`src/hdl/acfe_pkg.sv`:
```
// Shared types, codes and sizes of the climate frame encoder.
package acfe_pkg;

   localparam int FRAME_BITS   = 52;
   localparam int TEMP_W       = 6;
   localparam int T16_W        = 10;
   localparam int MARK_W       = 12;
   localparam int SPACE_W      = 14;
   localparam int CSR_IDX_W    = 3;
   localparam int CSR_DATA_W   = 14;
   localparam int QUEUE_DEPTH  = 2;
   localparam int QPTR_W       = $clog2(QUEUE_DEPTH);
   localparam int QCNT_W       = $clog2(QUEUE_DEPTH + 1);
   localparam int PULSE_W      = 6;

   localparam logic [PULSE_W-1:0] PULSE_HEADER = PULSE_W'(0);
   localparam logic [PULSE_W-1:0] PULSE_FOOTER = PULSE_W'(FRAME_BITS + 1);
   localparam logic [PULSE_W-1:0] PULSE_FINAL  = PULSE_W'(FRAME_BITS + 2);

   typedef enum logic [1:0] {
      MODE_OFF  = 2'd0,
      MODE_HEAT = 2'd1,
      MODE_DRY  = 2'd2,
      MODE_COOL = 2'd3
   } mode_type;

   typedef enum logic [1:0] {
      FAN_LOW   = 2'd0,
      FAN_MED   = 2'd1,
      FAN_HIGH  = 2'd2,
      FAN_QUIET = 2'd3
   } fan_type;

   typedef enum logic [CSR_IDX_W-1:0] {
      CSR_TEMP_MIN      = 3'd0,
      CSR_TEMP_MAX      = 3'd1,
      CSR_COOL_TEMP_MIN = 3'd2,
      CSR_BIT_MARK      = 3'd3,
      CSR_HEADER_SPACE  = 3'd4,
      CSR_ONE_SPACE     = 3'd5,
      CSR_ZERO_SPACE    = 3'd6
   } csr_index_type;

   localparam logic [7:0] CODE_COOL_LOW  = 8'h22;
   localparam logic [7:0] CODE_COOL_MED  = 8'h11;
   localparam logic [7:0] CODE_COOL_HIGH = 8'h08;
   localparam logic [7:0] CODE_HEAT_HIGH = 8'h03;
   localparam logic [7:0] CODE_DRY_LOW   = 8'h24;
   localparam logic [3:0] POWER_ON_CODE  = 4'h3;
   localparam logic [3:0] POWER_OFF_CODE = 4'h0;
   localparam logic [2:0] SWING_OFF_CODE = 3'h2;
   localparam logic [2:0] SWING_ON_CODE  = 3'h4;
   localparam logic [3:0] CHECK_BASE     = 4'hF;

   localparam logic [TEMP_W-1:0]  RST_TEMP_MIN      = 6'd16;
   localparam logic [TEMP_W-1:0]  RST_TEMP_MAX      = 6'd31;
   localparam logic [TEMP_W-1:0]  RST_COOL_TEMP_MIN = 6'd18;
   localparam logic [MARK_W-1:0]  RST_BIT_MARK      = 12'd511;
   localparam logic [SPACE_W-1:0] RST_HEADER_SPACE  = 14'd3492;
   localparam logic [SPACE_W-1:0] RST_ONE_SPACE     = 14'd1540;
   localparam logic [SPACE_W-1:0] RST_ZERO_SPACE    = 14'd548;

   typedef struct packed {
      logic [TEMP_W-1:0]  temp_min;
      logic [TEMP_W-1:0]  temp_max;
      logic [TEMP_W-1:0]  cool_temp_min;
      logic [MARK_W-1:0]  bit_mark_time;
      logic [SPACE_W-1:0] header_space_time;
      logic [SPACE_W-1:0] one_space_time;
      logic [SPACE_W-1:0] zero_space_time;
   } cfg_type;

   typedef struct packed {
      logic [FRAME_BITS-1:0] frame;
      logic [TEMP_W-1:0]     temp;
      logic [1:0]            fan;
   } entry_type;

   typedef struct packed {
      logic valid;
      logic ready;
   } hs_type;

endpackage

```
`src/hdl/acfe_if.sv`:
```
// Channel interfaces: request, pulse response and register write.
interface acfe_req_if;
   import acfe_pkg::*;
   logic             valid;
   logic             ready;
   logic [1:0]       climate_mode;
   logic [1:0]       fan_speed;
   logic             swing_on;
   logic [T16_W-1:0] target_temp;
   modport source (output valid, climate_mode, fan_speed, swing_on, target_temp,
                   input ready);
   modport sink   (input valid, climate_mode, fan_speed, swing_on, target_temp,
                   output ready);
endinterface

interface acfe_rsp_if;
   import acfe_pkg::*;
   logic                  valid;
   logic                  ready;
   logic [MARK_W-1:0]     mark_time;
   logic [SPACE_W-1:0]    space_time;
   logic                  last_pulse;
   logic [FRAME_BITS-1:0] frame_code;
   logic [TEMP_W-1:0]     applied_temp;
   logic [1:0]            applied_fan;
   modport source (output valid, mark_time, space_time, last_pulse, frame_code,
                   applied_temp, applied_fan, input ready);
   modport sink   (input valid, mark_time, space_time, last_pulse, frame_code,
                   applied_temp, applied_fan, output ready);
endinterface

interface acfe_csr_if;
   import acfe_pkg::*;
   logic                  valid;
   logic                  ready;
   logic [CSR_IDX_W-1:0]  reg_index;
   logic [CSR_DATA_W-1:0] wdata;
   modport source (output valid, reg_index, wdata, input ready);
   modport sink   (input valid, reg_index, wdata, output ready);
endinterface

```
`src/hdl/ac_ir_frame_encoder_top.sv`:
```
// Top level of the climate remote frame encoder.
//
// req_chan takes one climate request per transaction (mode, fan, swing,
// target temperature in sixteenths of a degree). rsp_chan returns 55 pulse
// transactions for it: header, 52 frame bits MSB first, footer, and a final
// mark with last_pulse set. Every pulse carries the frame, the applied
// temperature and the applied fan. csr_chan writes the seven timing and
// limit registers; it is always ready and takes effect on the next cycle.
// A request is registered in the request stage, pushed into the queue and
// popped by the sequencer, whose output register holds its first pulse. The
// sequencer sends one pulse per cycle, paced by its pulse counter, while
// rsp_chan is ready. A two-entry queue after the request stage keeps
// accepting requests while pulses of an earlier frame are still going out.
// Reset clears all handshake state and loads the register defaults. When
// the receiver stalls, the current pulse holds on rsp_chan, the sequencer
// waits, and req_chan drops ready once the queue and request stage are full.
module ac_ir_frame_encoder_top (
   input  logic       clock,
   input  logic       reset,
   acfe_req_if.sink   req_chan,
   acfe_rsp_if.source rsp_chan,
   acfe_csr_if.sink   csr_chan
);
   import acfe_pkg::*;

   cfg_type   cfg_ff, cfg_in;
   hs_type    push_hs;
   logic      push_ready;
   entry_type push_entry;
   logic      pop_valid, pop_ready;
   entry_type pop_entry;

   assign csr_chan.ready = 1'b1;

   always_comb begin
      cfg_in = cfg_ff;
      if (csr_chan.valid) begin
         case (csr_chan.reg_index)
            CSR_TEMP_MIN:      cfg_in.temp_min          = csr_chan.wdata[TEMP_W-1:0];
            CSR_TEMP_MAX:      cfg_in.temp_max          = csr_chan.wdata[TEMP_W-1:0];
            CSR_COOL_TEMP_MIN: cfg_in.cool_temp_min     = csr_chan.wdata[TEMP_W-1:0];
            CSR_BIT_MARK:      cfg_in.bit_mark_time     = csr_chan.wdata[MARK_W-1:0];
            CSR_HEADER_SPACE:  cfg_in.header_space_time = csr_chan.wdata[SPACE_W-1:0];
            CSR_ONE_SPACE:     cfg_in.one_space_time    = csr_chan.wdata[SPACE_W-1:0];
            CSR_ZERO_SPACE:    cfg_in.zero_space_time   = csr_chan.wdata[SPACE_W-1:0];
            default:           ;
         endcase
      end
   end

   always_ff @(posedge clock) begin
      if (reset) begin
         cfg_ff.temp_min          <= RST_TEMP_MIN;
         cfg_ff.temp_max          <= RST_TEMP_MAX;
         cfg_ff.cool_temp_min     <= RST_COOL_TEMP_MIN;
         cfg_ff.bit_mark_time     <= RST_BIT_MARK;
         cfg_ff.header_space_time <= RST_HEADER_SPACE;
         cfg_ff.one_space_time    <= RST_ONE_SPACE;
         cfg_ff.zero_space_time   <= RST_ZERO_SPACE;
      end else begin
         cfg_ff <= cfg_in;
      end
   end

   acfe_front u_front (
      .clock       (clock),
      .reset       (reset),
      .req_chan    (req_chan),
      .cfg         (cfg_ff),
      .push_hs_out (push_hs),
      .push_ready  (push_ready),
      .push_entry  (push_entry)
   );

   acfe_queue u_queue (
      .clock      (clock),
      .reset      (reset),
      .push_hs    (push_hs),
      .push_entry (push_entry),
      .push_ready (push_ready),
      .pop_valid  (pop_valid),
      .pop_ready  (pop_ready),
      .pop_entry  (pop_entry)
   );

   acfe_back u_back (
      .clock     (clock),
      .reset     (reset),
      .cfg       (cfg_ff),
      .pop_valid (pop_valid),
      .pop_ready (pop_ready),
      .pop_entry (pop_entry),
      .rsp_chan  (rsp_chan)
   );

endmodule

```
`src/hdl/acfe_front.sv`:
```
// Request stage: register a transaction, map codes, clamp temperature, pack frame.
module acfe_front (
   input  logic                clock,
   input  logic                reset,
   acfe_req_if.sink            req_chan,
   input  acfe_pkg::cfg_type   cfg,
   output acfe_pkg::hs_type    push_hs_out,
   input  logic                push_ready,
   output acfe_pkg::entry_type push_entry
);
   import acfe_pkg::*;

   logic             s_valid_ff, s_valid_in;
   mode_type         mode_ff;
   fan_type          fan_ff;
   logic             swing_ff;
   logic [T16_W-1:0] t16_ff;

   logic [3:0]        power;
   logic [7:0]        mf_code;
   logic              quiet;
   logic [1:0]        applied_fan;
   logic [T16_W-1:0]  lo16, hi16, t16c;
   logic [T16_W:0]    rnd;
   logic [TEMP_W-1:0] temp;
   logic [TEMP_W+3:0] div_prod;
   logic [3:0]        t1, t2, nib4, sum, chk;
   logic [2:0]        swing_code;
   logic              accept, push;

   assign push           = s_valid_ff & push_ready;
   assign req_chan.ready = ~s_valid_ff | push_ready;
   assign accept         = req_chan.valid & req_chan.ready;
   assign push_hs_out    = '{valid: s_valid_ff, ready: push_ready};

   always_comb begin
      s_valid_in = s_valid_ff;
      if (accept) begin
         s_valid_in = 1'b1;
      end else if (push) begin
         s_valid_in = 1'b0;
      end
   end

   always_ff @(posedge clock) begin
      if (reset) begin
         s_valid_ff <= 1'b0;
      end else begin
         s_valid_ff <= s_valid_in;
      end
   end

   always_ff @(posedge clock) begin
      if (accept) begin
         mode_ff  <= mode_type'(req_chan.climate_mode);
         fan_ff   <= fan_type'(req_chan.fan_speed);
         swing_ff <= req_chan.swing_on;
         t16_ff   <= req_chan.target_temp;
      end
   end

   always_comb begin
      power       = POWER_ON_CODE;
      mf_code     = CODE_COOL_LOW;
      quiet       = 1'b0;
      applied_fan = fan_ff;
      unique case (mode_ff)
         MODE_OFF: begin
            power = POWER_OFF_CODE;
         end
         MODE_HEAT: begin
            unique case (fan_ff)
               FAN_HIGH:  mf_code = CODE_HEAT_HIGH;
               FAN_MED:   applied_fan = FAN_LOW;
               FAN_QUIET: quiet = 1'b1;
               default:   ;
            endcase
         end
         MODE_DRY: begin
            mf_code = CODE_DRY_LOW;
         end
         MODE_COOL: begin
            unique case (fan_ff)
               FAN_HIGH:  mf_code = CODE_COOL_HIGH;
               FAN_MED:   mf_code = CODE_COOL_MED;
               FAN_QUIET: quiet = 1'b1;
               default:   ;
            endcase
         end
         default: ;
      endcase
   end

   always_comb begin
      lo16 = {(mode_ff == MODE_COOL) ? cfg.cool_temp_min : cfg.temp_min, 4'b0000};
      hi16 = {cfg.temp_max, 4'b0000};
      if (t16_ff < lo16) begin
         t16c = lo16;
      end else if (t16_ff > hi16) begin
         t16c = hi16;
      end else begin
         t16c = t16_ff;
      end
      rnd        = {1'b0, t16c} + (T16_W+1)'(8);
      temp       = rnd[TEMP_W+3:4];
      div_prod   = {4'b0000, temp} * (TEMP_W+4)'(13);
      t1         = {1'b0, div_prod[TEMP_W+3:TEMP_W+1]};
      t2         = temp[3:0] - cfg.temp_min[3:0];
      swing_code = swing_ff ? SWING_ON_CODE : SWING_OFF_CODE;
      nib4       = {quiet, swing_code};
      sum        = t2 + mf_code[3:0] + mf_code[7:4] + nib4 + t1 + power;
      chk        = CHECK_BASE - sum;
   end

   always_comb begin
      push_entry.frame        = '0;
      push_entry.frame[3:0]   = chk;
      push_entry.frame[7:4]   = t2;
      push_entry.frame[15:8]  = mf_code;
      push_entry.frame[19:16] = nib4;
      push_entry.frame[23:20] = t1;
      push_entry.frame[47:44] = power;
      push_entry.temp         = temp;
      push_entry.fan          = applied_fan;
   end

endmodule

```
`src/hdl/acfe_queue.sv`:
```
// Short queue of packed frames between request stage and pulse sequencer.
module acfe_queue (
   input  logic                clock,
   input  logic                reset,
   input  acfe_pkg::hs_type    push_hs,
   input  acfe_pkg::entry_type push_entry,
   output logic                push_ready,
   output logic                pop_valid,
   input  logic                pop_ready,
   output acfe_pkg::entry_type pop_entry
);
   import acfe_pkg::*;

   entry_type         slot_ff [QUEUE_DEPTH];
   logic [QPTR_W-1:0] wr_ptr_ff, wr_ptr_in;
   logic [QPTR_W-1:0] rd_ptr_ff, rd_ptr_in;
   logic [QCNT_W-1:0] count_ff, count_in;
   logic              push, pop;

   assign push_ready = (count_ff != QCNT_W'(QUEUE_DEPTH));
   assign pop_valid  = (count_ff != '0);
   assign pop_entry  = slot_ff[rd_ptr_ff];
   assign push       = push_hs.valid & push_hs.ready;
   assign pop        = pop_valid & pop_ready;

   always_comb begin
      wr_ptr_in = wr_ptr_ff;
      rd_ptr_in = rd_ptr_ff;
      count_in  = count_ff;
      if (push) begin
         wr_ptr_in = (wr_ptr_ff == QPTR_W'(QUEUE_DEPTH - 1)) ? '0 : wr_ptr_ff + 1'b1;
      end
      if (pop) begin
         rd_ptr_in = (rd_ptr_ff == QPTR_W'(QUEUE_DEPTH - 1)) ? '0 : rd_ptr_ff + 1'b1;
      end
      if (push & ~pop) begin
         count_in = count_ff + 1'b1;
      end else if (pop & ~push) begin
         count_in = count_ff - 1'b1;
      end
   end

   always_ff @(posedge clock) begin
      if (reset) begin
         wr_ptr_ff <= '0;
         rd_ptr_ff <= '0;
         count_ff  <= '0;
      end else begin
         wr_ptr_ff <= wr_ptr_in;
         rd_ptr_ff <= rd_ptr_in;
         count_ff  <= count_in;
      end
   end

   always_ff @(posedge clock) begin
      if (push) begin
         slot_ff[wr_ptr_ff] <= push_entry;
      end
   end

endmodule

```
`src/hdl/acfe_back.sv`:
```
// Pulse sequencer: header, frame bits MSB first, footer, final mark.
module acfe_back (
   input  logic                clock,
   input  logic                reset,
   input  acfe_pkg::cfg_type   cfg,
   input  logic                pop_valid,
   output logic                pop_ready,
   input  acfe_pkg::entry_type pop_entry,
   acfe_rsp_if.source          rsp_chan
);
   import acfe_pkg::*;

   logic                  busy_ff, busy_in;
   logic [PULSE_W-1:0]    idx_ff, idx_in;
   entry_type             cur_ff;
   logic [FRAME_BITS-1:0] shift_ff, shift_in;

   logic                  out_valid_ff, out_valid_in;
   logic [MARK_W-1:0]     mark_ff;
   logic [SPACE_W-1:0]    space_ff, space_in;
   logic                  last_ff, last_in;
   entry_type             out_ent_ff;

   logic advance, emit, at_final, pop;

   assign advance   = ~out_valid_ff | rsp_chan.ready;
   assign emit      = busy_ff & advance;
   assign at_final  = (idx_ff == PULSE_FINAL);
   assign pop_ready = ~busy_ff | (emit & at_final);
   assign pop       = pop_valid & pop_ready;

   always_comb begin
      space_in = cfg.header_space_time;
      last_in  = 1'b0;
      shift_in = shift_ff;
      if (idx_ff == PULSE_HEADER || idx_ff == PULSE_FOOTER) begin
         space_in = cfg.header_space_time;
      end else if (at_final) begin
         space_in = '0;
         last_in  = 1'b1;
      end else begin
         space_in = shift_ff[FRAME_BITS-1] ? cfg.one_space_time : cfg.zero_space_time;
         shift_in = {shift_ff[FRAME_BITS-2:0], 1'b0};
      end
   end

   always_comb begin
      busy_in      = busy_ff;
      idx_in       = idx_ff;
      out_valid_in = out_valid_ff;
      if (emit) begin
         out_valid_in = 1'b1;
         idx_in       = at_final ? PULSE_HEADER : idx_ff + 1'b1;
      end else if (advance) begin
         out_valid_in = 1'b0;
      end
      if (pop) begin
         busy_in = 1'b1;
      end else if (emit & at_final) begin
         busy_in = 1'b0;
      end
   end

   always_ff @(posedge clock) begin
      if (reset) begin
         busy_ff      <= 1'b0;
         idx_ff       <= PULSE_HEADER;
         out_valid_ff <= 1'b0;
      end else begin
         busy_ff      <= busy_in;
         idx_ff       <= idx_in;
         out_valid_ff <= out_valid_in;
      end
   end

   always_ff @(posedge clock) begin
      if (pop) begin
         cur_ff   <= pop_entry;
         shift_ff <= pop_entry.frame;
      end else if (emit) begin
         shift_ff <= shift_in;
      end
      if (emit) begin
         mark_ff    <= cfg.bit_mark_time;
         space_ff   <= space_in;
         last_ff    <= last_in;
         out_ent_ff <= cur_ff;
      end
   end

   assign rsp_chan.valid        = out_valid_ff;
   assign rsp_chan.mark_time    = mark_ff;
   assign rsp_chan.space_time   = space_ff;
   assign rsp_chan.last_pulse   = last_ff;
   assign rsp_chan.frame_code   = out_ent_ff.frame;
   assign rsp_chan.applied_temp = out_ent_ff.temp;
   assign rsp_chan.applied_fan  = out_ent_ff.fan;

endmodule
```
`src/flat_wrapper.sv`:
```
// flat-port wrapper written by rule: the top's interface ports become plain ports
module ac_ir_frame_encoder_top_flat import acfe_pkg::*;
  (clock, reset, req_chan_valid, req_chan_climate_mode, req_chan_fan_speed, req_chan_swing_on, req_chan_target_temp, req_chan_ready, rsp_chan_valid, rsp_chan_mark_time, rsp_chan_space_time, rsp_chan_last_pulse, rsp_chan_frame_code, rsp_chan_applied_temp, rsp_chan_applied_fan, rsp_chan_ready, csr_chan_valid, csr_chan_reg_index, csr_chan_wdata, csr_chan_ready);
  acfe_req_if req_chan_i ();
  acfe_rsp_if rsp_chan_i ();
  acfe_csr_if csr_chan_i ();
  input  logic clock;
  input  logic reset;
  input wire logic [$bits(req_chan_i.valid)-1:0] req_chan_valid;
  input wire logic [$bits(req_chan_i.climate_mode)-1:0] req_chan_climate_mode;
  input wire logic [$bits(req_chan_i.fan_speed)-1:0] req_chan_fan_speed;
  input wire logic [$bits(req_chan_i.swing_on)-1:0] req_chan_swing_on;
  input wire logic [$bits(req_chan_i.target_temp)-1:0] req_chan_target_temp;
  output wire logic [$bits(req_chan_i.ready)-1:0] req_chan_ready;
  output wire logic [$bits(rsp_chan_i.valid)-1:0] rsp_chan_valid;
  output wire logic [$bits(rsp_chan_i.mark_time)-1:0] rsp_chan_mark_time;
  output wire logic [$bits(rsp_chan_i.space_time)-1:0] rsp_chan_space_time;
  output wire logic [$bits(rsp_chan_i.last_pulse)-1:0] rsp_chan_last_pulse;
  output wire logic [$bits(rsp_chan_i.frame_code)-1:0] rsp_chan_frame_code;
  output wire logic [$bits(rsp_chan_i.applied_temp)-1:0] rsp_chan_applied_temp;
  output wire logic [$bits(rsp_chan_i.applied_fan)-1:0] rsp_chan_applied_fan;
  input wire logic [$bits(rsp_chan_i.ready)-1:0] rsp_chan_ready;
  input wire logic [$bits(csr_chan_i.valid)-1:0] csr_chan_valid;
  input wire logic [$bits(csr_chan_i.reg_index)-1:0] csr_chan_reg_index;
  input wire logic [$bits(csr_chan_i.wdata)-1:0] csr_chan_wdata;
  output wire logic [$bits(csr_chan_i.ready)-1:0] csr_chan_ready;
  assign req_chan_i.valid = req_chan_valid;
  assign req_chan_i.climate_mode = req_chan_climate_mode;
  assign req_chan_i.fan_speed = req_chan_fan_speed;
  assign req_chan_i.swing_on = req_chan_swing_on;
  assign req_chan_i.target_temp = req_chan_target_temp;
  assign req_chan_ready = req_chan_i.ready;
  assign rsp_chan_valid = rsp_chan_i.valid;
  assign rsp_chan_mark_time = rsp_chan_i.mark_time;
  assign rsp_chan_space_time = rsp_chan_i.space_time;
  assign rsp_chan_last_pulse = rsp_chan_i.last_pulse;
  assign rsp_chan_frame_code = rsp_chan_i.frame_code;
  assign rsp_chan_applied_temp = rsp_chan_i.applied_temp;
  assign rsp_chan_applied_fan = rsp_chan_i.applied_fan;
  assign rsp_chan_i.ready = rsp_chan_ready;
  assign csr_chan_i.valid = csr_chan_valid;
  assign csr_chan_i.reg_index = csr_chan_reg_index;
  assign csr_chan_i.wdata = csr_chan_wdata;
  assign csr_chan_ready = csr_chan_i.ready;
  ac_ir_frame_encoder_top u_core (.clock(clock), .reset(reset), .req_chan(req_chan_i), .rsp_chan(rsp_chan_i), .csr_chan(csr_chan_i));
endmodule
```
`config.mk`:
```
export PLATFORM = sky130hd
export DESIGN_NAME = ac_ir_frame_encoder_top_flat
export DESIGN_NICKNAME = d
export VERILOG_FILES = /design/src/hdl/acfe_pkg.sv /design/src/hdl/acfe_if.sv /design/src/hdl/ac_ir_frame_encoder_top.sv /design/src/hdl/acfe_front.sv /design/src/hdl/acfe_queue.sv /design/src/hdl/acfe_back.sv /design/src/flat_wrapper.sv
export SDC_FILE = /design/constraint.sdc
export NUM_CORES = 1
export LEC_CHECK = 0
export BUFFER_PORTS_ARGS = -buffer_cell sky130_fd_sc_hd__buf_2
export CORE_ASPECT_RATIO = 1.4
export CORE_MARGIN = 2
export CORE_UTILIZATION = 65
export CTS_CLUSTER_DIAMETER = 50
export DETAILED_ROUTE_END_ITERATION = 10
export PLACE_DENSITY = 0.95
export SYNTH_ARGS = -nofsm -noshare
export SYNTH_HDL_FRONTEND = slang
export SYNTH_HIERARCHICAL = 1
export SYNTH_SLANG_ARGS = --single-unit
```
`constraint.sdc`:
```
create_clock -name clock -period 16.48 [get_ports clock]
set_input_delay 2.472 -clock clock [delete_from_list [all_inputs] [get_ports clock]]
set_output_delay 2.472 -clock clock [all_outputs]
set_load 0.02 [all_outputs]
```
Word level (Yosys, flattened, before mapping)
Memories as Yosys holds them, arrays and structs flattened. A register that Yosys moved wholly into a read port is not among the register bits.
Cells that the tools add are included.
- reduce and logical (&&, ||, !) cells: 19
- bitwise gates (word level): 15
- div/mod/pow operators: 0
- equality and inequality tests: 17
- order comparisons: 2
- muxes and demuxes: 35
- add/subtract/negate cells: 13
- shift-type cells: 0
- $mul: 1
- operators by type and width (kind ; number):
    two-way mux 52 bit ; 4
    two-way mux 14 bit ; 3
    two-way mux 10 bit ; 2
    two-way mux 6 bit ; 3
    one-hot mux 6 bit (3 select lines) ; 1
    adder 4 bit ; 4
    two-way mux 1 bit ; 15
    AND reduction 2 bit ; 7
    == test 6 bit, second input constant ; 2
    one-hot mux 6 bit (2 select lines) ; 1
    nonzero test 2 bit ; 6
    adder 10 x 4 -> 10 bit, second input constant ; 1
    greater-than comparator 10 bit ; 1
    less-than comparator 10 bit ; 1
    multiplier 6 x 4 -> 10 bit, second input constant ; 1
    two-way mux 2 bit ; 5
    == test 3 bit, second input constant ; 3
    == test 2 bit, second input constant ; 4
    AND 1 bit ; 7
    adder 6 x 1 -> 6 bit, second input constant ; 1
    == test 3 x 2 -> 1 bit, second input constant ; 2
    zero test 6 bit ; 1
    inverter 1 bit ; 5
    adder 4 x 3 -> 4 bit ; 1
    16 further kinds ; 21
- bits in latches: 0
- memory bits (writable): 62
- input port bits: 37
- bits in read-only memories: 0
- word-level logic and storage cells: 131
- register bits after elaboration: 299
- memories kept: 1
- memories (name ; depth ; bits a word ; read ports ; clocked after memory_dff ; wr ports ; line ; source):
    u_core.u_queue.slot_ff ; 2 ; 31 ; 1 ; 1 ; 1 ; acfe_queue.sv:14 ; entry_type slot_ff [QUEUE_DEPTH];

Depth between registers and ports, before layout
Gate-level depths: netlist (run 1).
- word-level depth: 12
- gate-level depth with buffers: 35
- gate-level depth less buffers: 34

Hierarchy
Netlist (run 1), hierarchy kept.
- by module, submodules not included (module ; sequential area each (µm²) ; times used ; area each (µm²) ; cells each):
    acfe_back ; 6135.9 ; 1 ; 7435.9 ; 364
    acfe_queue ; 3703.6 ; 1 ; 4528.1 ; 211
    ac_ir_frame_encoder_top ; 1441.4 ; 1 ; 2890.3 ; 276
    acfe_front ; 470.5 ; 1 ; 2578.7 ; 279

Least setup slack after synthesis (run 1)
Ideal clock, no wire load.
- kind: register -> register
- start: register u_core.u_front.mode_ff[0]
- end: memory u_core/u_queue/slot_ff[0][11] (netlist name), data pin
- setup time: 0.268 ns
- data required time: 16.212 ns
- data arrival time: 7.229 ns
- path slack: 8.983 ns
- stages on the path, launching flop included: 32
- cells stage by stage: edfxtp_1 buf_2 nand2_1 mux2_2 inv_1 ha_1 a21oi_1 o21ai_0 a21oi_2 a211oi_2 a2111oi_4 xor2_1 ha_1 inv_1 fa_1 inv_1 ha_1 and3_1 nand3_1 o31a_1 a21boi_0 o31ai_1 fa_1 inv_1 fa_1 fa_1 inv_1 ha_1 a21o_1 a21oi_1 xnor2_1 xnor2_1
- RTL lines (what ; line ; source):
    start: declaration ; acfe_front.sv:14 ; mode_type mode_ff;
    start signal: assignment ; acfe_front.sv:55 ; mode_ff <= mode_type'(req_chan.climate_mode);
    end: declaration ; acfe_queue.sv:14 ;

==> flow_summary.toml, run 1 <==
[status]
status = "finished clean"

[synth]
synth_xor_area_share_pct = 1.21
synth_ff_type = "edfxtp_1"
ys_seq_area_share_pct = 67.4
syn_inst = 1130
synth.distinct_cells = 64
synthAdderAreaFrac_pct = 4.41
yosysWarnings = 6
synth_compound_area_share_pct = 3.69
synth_top_family_by_area = "multiplexers"
syn_area_per_cell_um2 = 15.4
async_flop_share_pct = 0
ys_seq_elements = 420
synth_edf_count = 334
synth_mux_area_share_pct = 12.6
syn_area_um2 = 17400
synth-simple-area-share_pct = 6.52

[sta]
hold_violations = 0
finalClockSkew_ps = 12.2
rsz0062_at_grt = "no"
fin_ws_ps = 8000
period_minus_slack_ps = 8480
fmax_mhz = 118
finalCritPeriodShare_pct = 51.5
tightest_slew_ps = 1090
final_max_slew_viol_count = 0
timing.hold.ws_ps = 416
setup_viol = 0
setup_tns_ps = 0
slew_headroom_pct = 27.6

[cells_and_area]
final_common_cell = "edfxtp_1"
layout_common_cells = "edfxtp_1 (334), buf_2 (125), mux2i_1 (93)"
final_cells = 1600
drive_gt1_share_pct = 22.7
final-seq-area_um2 = 11800
finalInstanceArea_um2 = 19400
multi_input_area_um2 = 5090
diodes = 0
layout.nets = 1340
nFillCells = 1569
syn2layout_area_growth_pct = 11.0

[global_routing]
grt_overflow_total = 0
antenna_found_initial = 0
grt_start_max_net_pins = 114
grt_pass1_vias = 9378
grt_pass1_wl_mm = 47.4
grt.total_usage_pct = 21.5

[run]
cap_violations = 0

[cts]
post_cts_buffers = 0
clockRootBuffer = "clkbuf_16"
postCtsHoldBufs = 0
cts_resized = 0
cts_made_buffers = 37
cts_htree_levels = 2
clk_pin_slew_ps = 60
cts_buffer_depth = 3
cts.sinks = 420
tritoncts = "yes"
clkLatencyLatePin_ps = 520

[route]
wire_per_inst_um = 18.4
drt_iter0_drc = 411
num_vias = 9033
route.detailed.drc = 0
final_antenna_net_count = 0
wl_mm = 29.4
via_per_inst = 5.65
firstDrtPassIters = 5

[floorplan]
die_w_um = 142
die_h_um = 198
placementRows = 70
initial_core_util_pct = 66.3
core_um2 = 26300
die-area_um2 = 28200
io-pin-count = 127

[placement]
placed_area_um2 = 18100
dpl.hpwl_mm = 18.8
dp.cells = 1534
post-place-ws_ps = 8050
port_buffers = 125
gp_congestion = 0.819

[pwr]
leakage_nw = 7.43
power-per-cell-area_nw_per_um2 = 175
ir_drop_mv = 0.0968

[worst_setup_path]
crit_type = "register to register"
cp_slowest_cell = "fa_1"
cp.required_ps = 16730
cp-start-kind = "register"
cp.arrival_ps = 8730
endpoint_kind = "register"
cp_max_fo = 11
slowest_delay_ps = 550
crit_top_cell = "inv_1"

[min_path]
hold_class = "register to register"
-- report_power, final --
part,internal (mW),switching [mW]
clock,0.492,0.371
combinational,0.355,0.552
sequential,1.54,0.0803
total,2.38,1.00
-- worst max-delay path: cells and delay by family, from the launching register on --
family | cells | cell delay, ps
AOI/OAI and AO/OA | 10 | 2730
xor gates and xnor gates | 3 | 670
adders and majority gates | 8 | 3090
buffers and inverters | 5 | 280
DFF | 1 | 510
muxes | 1 | 390
and+or+nand+nor | 3 | 520
-- worst paths after layout --
check / start / to / slack (ps) / cells after the start
setup / recovery: u_core/u_front/mode_ff[0] / u_core/u_queue/slot_ff[1][11] / 8000 / 30
hold / removal: u_core/u_back/cur_ff[57] / u_core/u_back/rsp_chan.frame_code[49] / 420 / 0
setup reg to reg: u_core/u_front/mode_ff[0] / u_core/u_queue/slot_ff[1][11] / 8000 / 30
hold reg to reg: u_core/u_back/cur_ff[57] / u_core/u_back/rsp_chan.frame_code[49] / 420 / 0
-- logic make-up after synthesis --
kind of cell	Yosys count
buf+inv	131
other cells	2
fa+ha+maj	55
xor+xnor	24
flops	420
mux	206
simple gates	209
compound gates	83
-- layout make-up --
cell class              instances  area share [%]
flip-flops and latches        420            60.7
multi-input cells             608            26.3
clock buffers                  43            5.23
repair buffers                134            3.58
well taps                     324            2.09
clock inverters                23            1.11
inverters                      48           0.944
-- state kept, by name, indices dropped and copies added, names as in the netlist, 2 cells and up, named ones only --
register	count
u_core/cfg_ff	72
u_core/u_back/cur_ff	60
u_core/u_back/idx_ff	6
u_core/u_back/rsp_chan.applied_fan	2
u_core/u_back/rsp_chan.applied_temp	6
u_core/u_back/rsp_chan.frame_code	52
u_core/u_back/rsp_chan.mark_time	12
u_core/u_back/rsp_chan.space_time	14
u_core/u_back/shift_ff	52
u_core/u_front/fan_ff	2
u_core/u_front/mode_ff	2
u_core/u_front/t16_ff	10
u_core/u_queue/count_ff	2
u_core/u_queue/slot_ff	120
-- stage by stage --
step	power (mW)	util [%]
final	3.39	73.7
after CTS	3.41	73.7
after detailed placement	2.54	69.0
after global routing	3.55	73.7
after floorplan	2.30	-
after global placement	2.46	69.0
-- Yosys cell counts (all sizes together) (3+ instances only) --
master   instances  share of area, %
or3              4              0.14
nand2           36              0.78
xnor2           12              0.60
nand2b          62               2.2
edfxtp         334                58
nor2            55               1.2
ha              43               3.1
and2             5              0.18
nand4            3              0.14
o31ai           16              0.69
or2              3              0.11
nor2b            4              0.14
o31a             3              0.15
o21ai           11              0.32
a21oi           20              0.62
buf             66               2.7
nand4bb          3              0.19
xor2            12              0.60
inv             48               1.0
nor3             6              0.24
dfxtp           86               9.9
a21o             5              0.22
a311oi           3              0.15
and3             7              0.25
fa              11               1.3
a211oi           6              0.29
clkbuf          17              0.37
mux2           113               7.3
nand3           10              0.29
mux2i           93               5.3
-- routing by layer --
metal	vias to the layer above	GRT usage [%]	part of all wire, %	routed length [um]
met5	-	0	0	0
met4	0	9.13	3.5	1020
met3	68	3.02	4.0	1170
met2	245	38.0	52	15200
met1	4425	26.5	41	12000
li1	4295	-	-	-
Note: power is estimated with default switching activity, not from simulation.
==> run 2, diff against run 1 <==
- CORE_UTILIZATION: 65 -> 61
- PLACE_DENSITY: 0.95 -> 0.92
- clock period: 16.48 -> 8.2 ns (I/O delays scaled with it)
==> flow_summary.toml, run 2 (same netlist as run 1, synthesis figures left out) <==
[sta]
finalCritPeriodShare_pct = 95.2
tightest_slew_ps = 1130
setup_tns_ps = 0
period_minus_slack_ps = 7800
hold_violations = 0
finalClockSkew_ps = 18.9
rsz0062_at_grt = "no"
fmax_mhz = 128
fin_ws_ps = 397
slew_headroom_pct = 24.8
final_max_slew_viol_count = 0
setup_viol = 0

[cells_and_area]
nFillCells = 1809
final-seq-area_um2 = 11800
drive_gt1_share_pct = 23.6
multi_input_area_um2 = 5130
layout_common_cells = "edfxtp_1 (334), buf_2 (125), mux2i_1 (92)"
syn2layout_area_growth_pct = 12.2
largest-register = "u_core/u_queue/slot_ff"
layout.nets = 1352
top_regs = "u_core/u_queue/slot_ff x120, u_core/cfg_ff x72, u_core/u_back/cur_ff x60"
final_common_cell = "edfxtp_1"
largest_reg_flops = 120
diodes = 0

[worst_setup_path]
cp_slowest_cell = "fa_1"
cp.arrival_ps = 8060
slowest_delay_ps = 540
cp.required_ps = 8450
crit_top_cell = "inv_1"
cp_top_family = "adder cells"
endpoint_kind = "register"
cp_max_fo = 5
cp.buffers_inverters = 6
crit_type = "register to register"
cp-start-kind = "register"

[route]
route.detailed.drc = 0
firstDrtPassIters = 4
via_per_inst = 5.48
num_vias = 9117
wire_per_inst_um = 17.8
wl_mm = 29.6
drt_iter0_drc = 548
final_antenna_net_count = 0

[cts]
cts.sinks = 420
cts_htree_levels = 2
cts_made_buffers = 38
tritoncts = "yes"
cts_buffer_depth = 3
clkLatencyLatePin_ps = 540
clk_pin_slew_ps = 70
clockRootBuffer = "clkbuf_16"

[global_routing]
grt_pass1_wl_mm = 47.3
antenna_found_initial = 0
grt_pass1_vias = 9460
grt_start_max_net_pins = 114
grt.total_usage_pct = 19.8
grt_overflow_total = 0

[floorplan]
die-area_um2 = 30000
placementRows = 73
io-pin-count = 127
core_um2 = 28200
die_h_um = 204
initial_core_util_pct = 61.8
die_w_um = 147

[status]
status = "finished clean"

[min_path]
hold_class = "register to register"

[placement]
gp_congestion = 0.855
post-place-ws_ps = 103
port_buffers = 125
dpl.hpwl_mm = 18.0

[pwr]
ir_drop_mv = 0.221
power-per-cell-area_nw_per_um2 = 350
leakage_nw = 7.49

[run]
cap_violations = 0
run 2: cell count changes in the layout (fill, tap and decap cells not counted), sizes merged:
cell / before / now
clkinv: 14 / 10
clkbuf: 43 / 49
clkinvlp: 4 / 2
inv: 50 / 51
buf: 134 / 145
run 2: final cells by class:
cell class                 count  share of cell area, %
multi-input combinational    608                   26.3
inverter                      48                  0.934
sequential                   420                   60.1
timing repair buffer         145                   3.97
tap                          375                   2.40
clock inverter                18                   1.04
clock buffer                  49                   5.29
run 2: worst paths after layout:
check	startpoint	endpoint	slack, ps	cells past startpoint
setup / recovery	u_core/u_front/mode_ff[0]	u_core/u_queue/slot_ff[0][11]	400	33
hold / removal	u_core/u_back/cur_ff[5]	u_core/u_back/rsp_chan.applied_temp[3]	420	0
hold reg to reg	u_core/u_back/cur_ff[5]	u_core/u_back/rsp_chan.applied_temp[3]	420	0
setup reg to reg	u_core/u_front/mode_ff[0]	u_core/u_queue/slot_ff[0][11]	400	33
run 2: per-stage QoR:
stage / util, % / hold slack [ps] / power, mW / instance area [um2] / cells
5_1_grt: 69.3 / 426 / 7.17 / 19600 / 1663
3_5_place_dp: 64.6 / 405 / 5.09 / 18200 / 1590
2_1_floorplan: - / 400 / 4.62 / 17500 / 1159
6_report: 69.3 / 416 / 6.85 / 19600 / 1663
3_3_place_gp: 64.6 / 400 / 4.98 / 18200 / 1590
4_1_cts: 69.0 / 417 / 6.89 / 19500 / 1657
run 2: per-layer routing:
metal  up-vias  GRT usage, %  share of wire, %
met5         -             0                 0
met3        73          3.28               3.9
met2       226          35.6                52
met1      4484          23.5                40
met4         0          8.63               3.4
li1       4334             -                 -
run 2: timing repair:
action,in CTS,in global routing
endpoints found under the setup margin,0,6
setup buffers,0,6
resized for setup,0,10
hold buffers,0,0
run 2: worst reg2reg max path, delay by kind of cell (launching register included):
| family | cells | cell delay [ps] |
|---|---|---|
| AOI/OAI and AO/OA | 10 | 2120 |
| xor gates and xnor gates | 3 | 440 |
| adders and majority gates | 9 | 3290 |
| buffers and inverters | 6 | 370 |
| DFF | 1 | 420 |
| muxes | 1 | 390 |
| and+or+nand+nor | 4 | 500 |
run 2: power breakdown:
| part | total [mW] | internal, mW | switching, mW |
|---|---|---|---|
| Sequential | 3.25 | 3.09 | 0.159 |
| Combinational | 1.85 | 0.733 | 1.12 |
| Clock | 1.75 | 0.997 | 0.756 |
| Total | 6.85 | 4.82 | 2.03 |
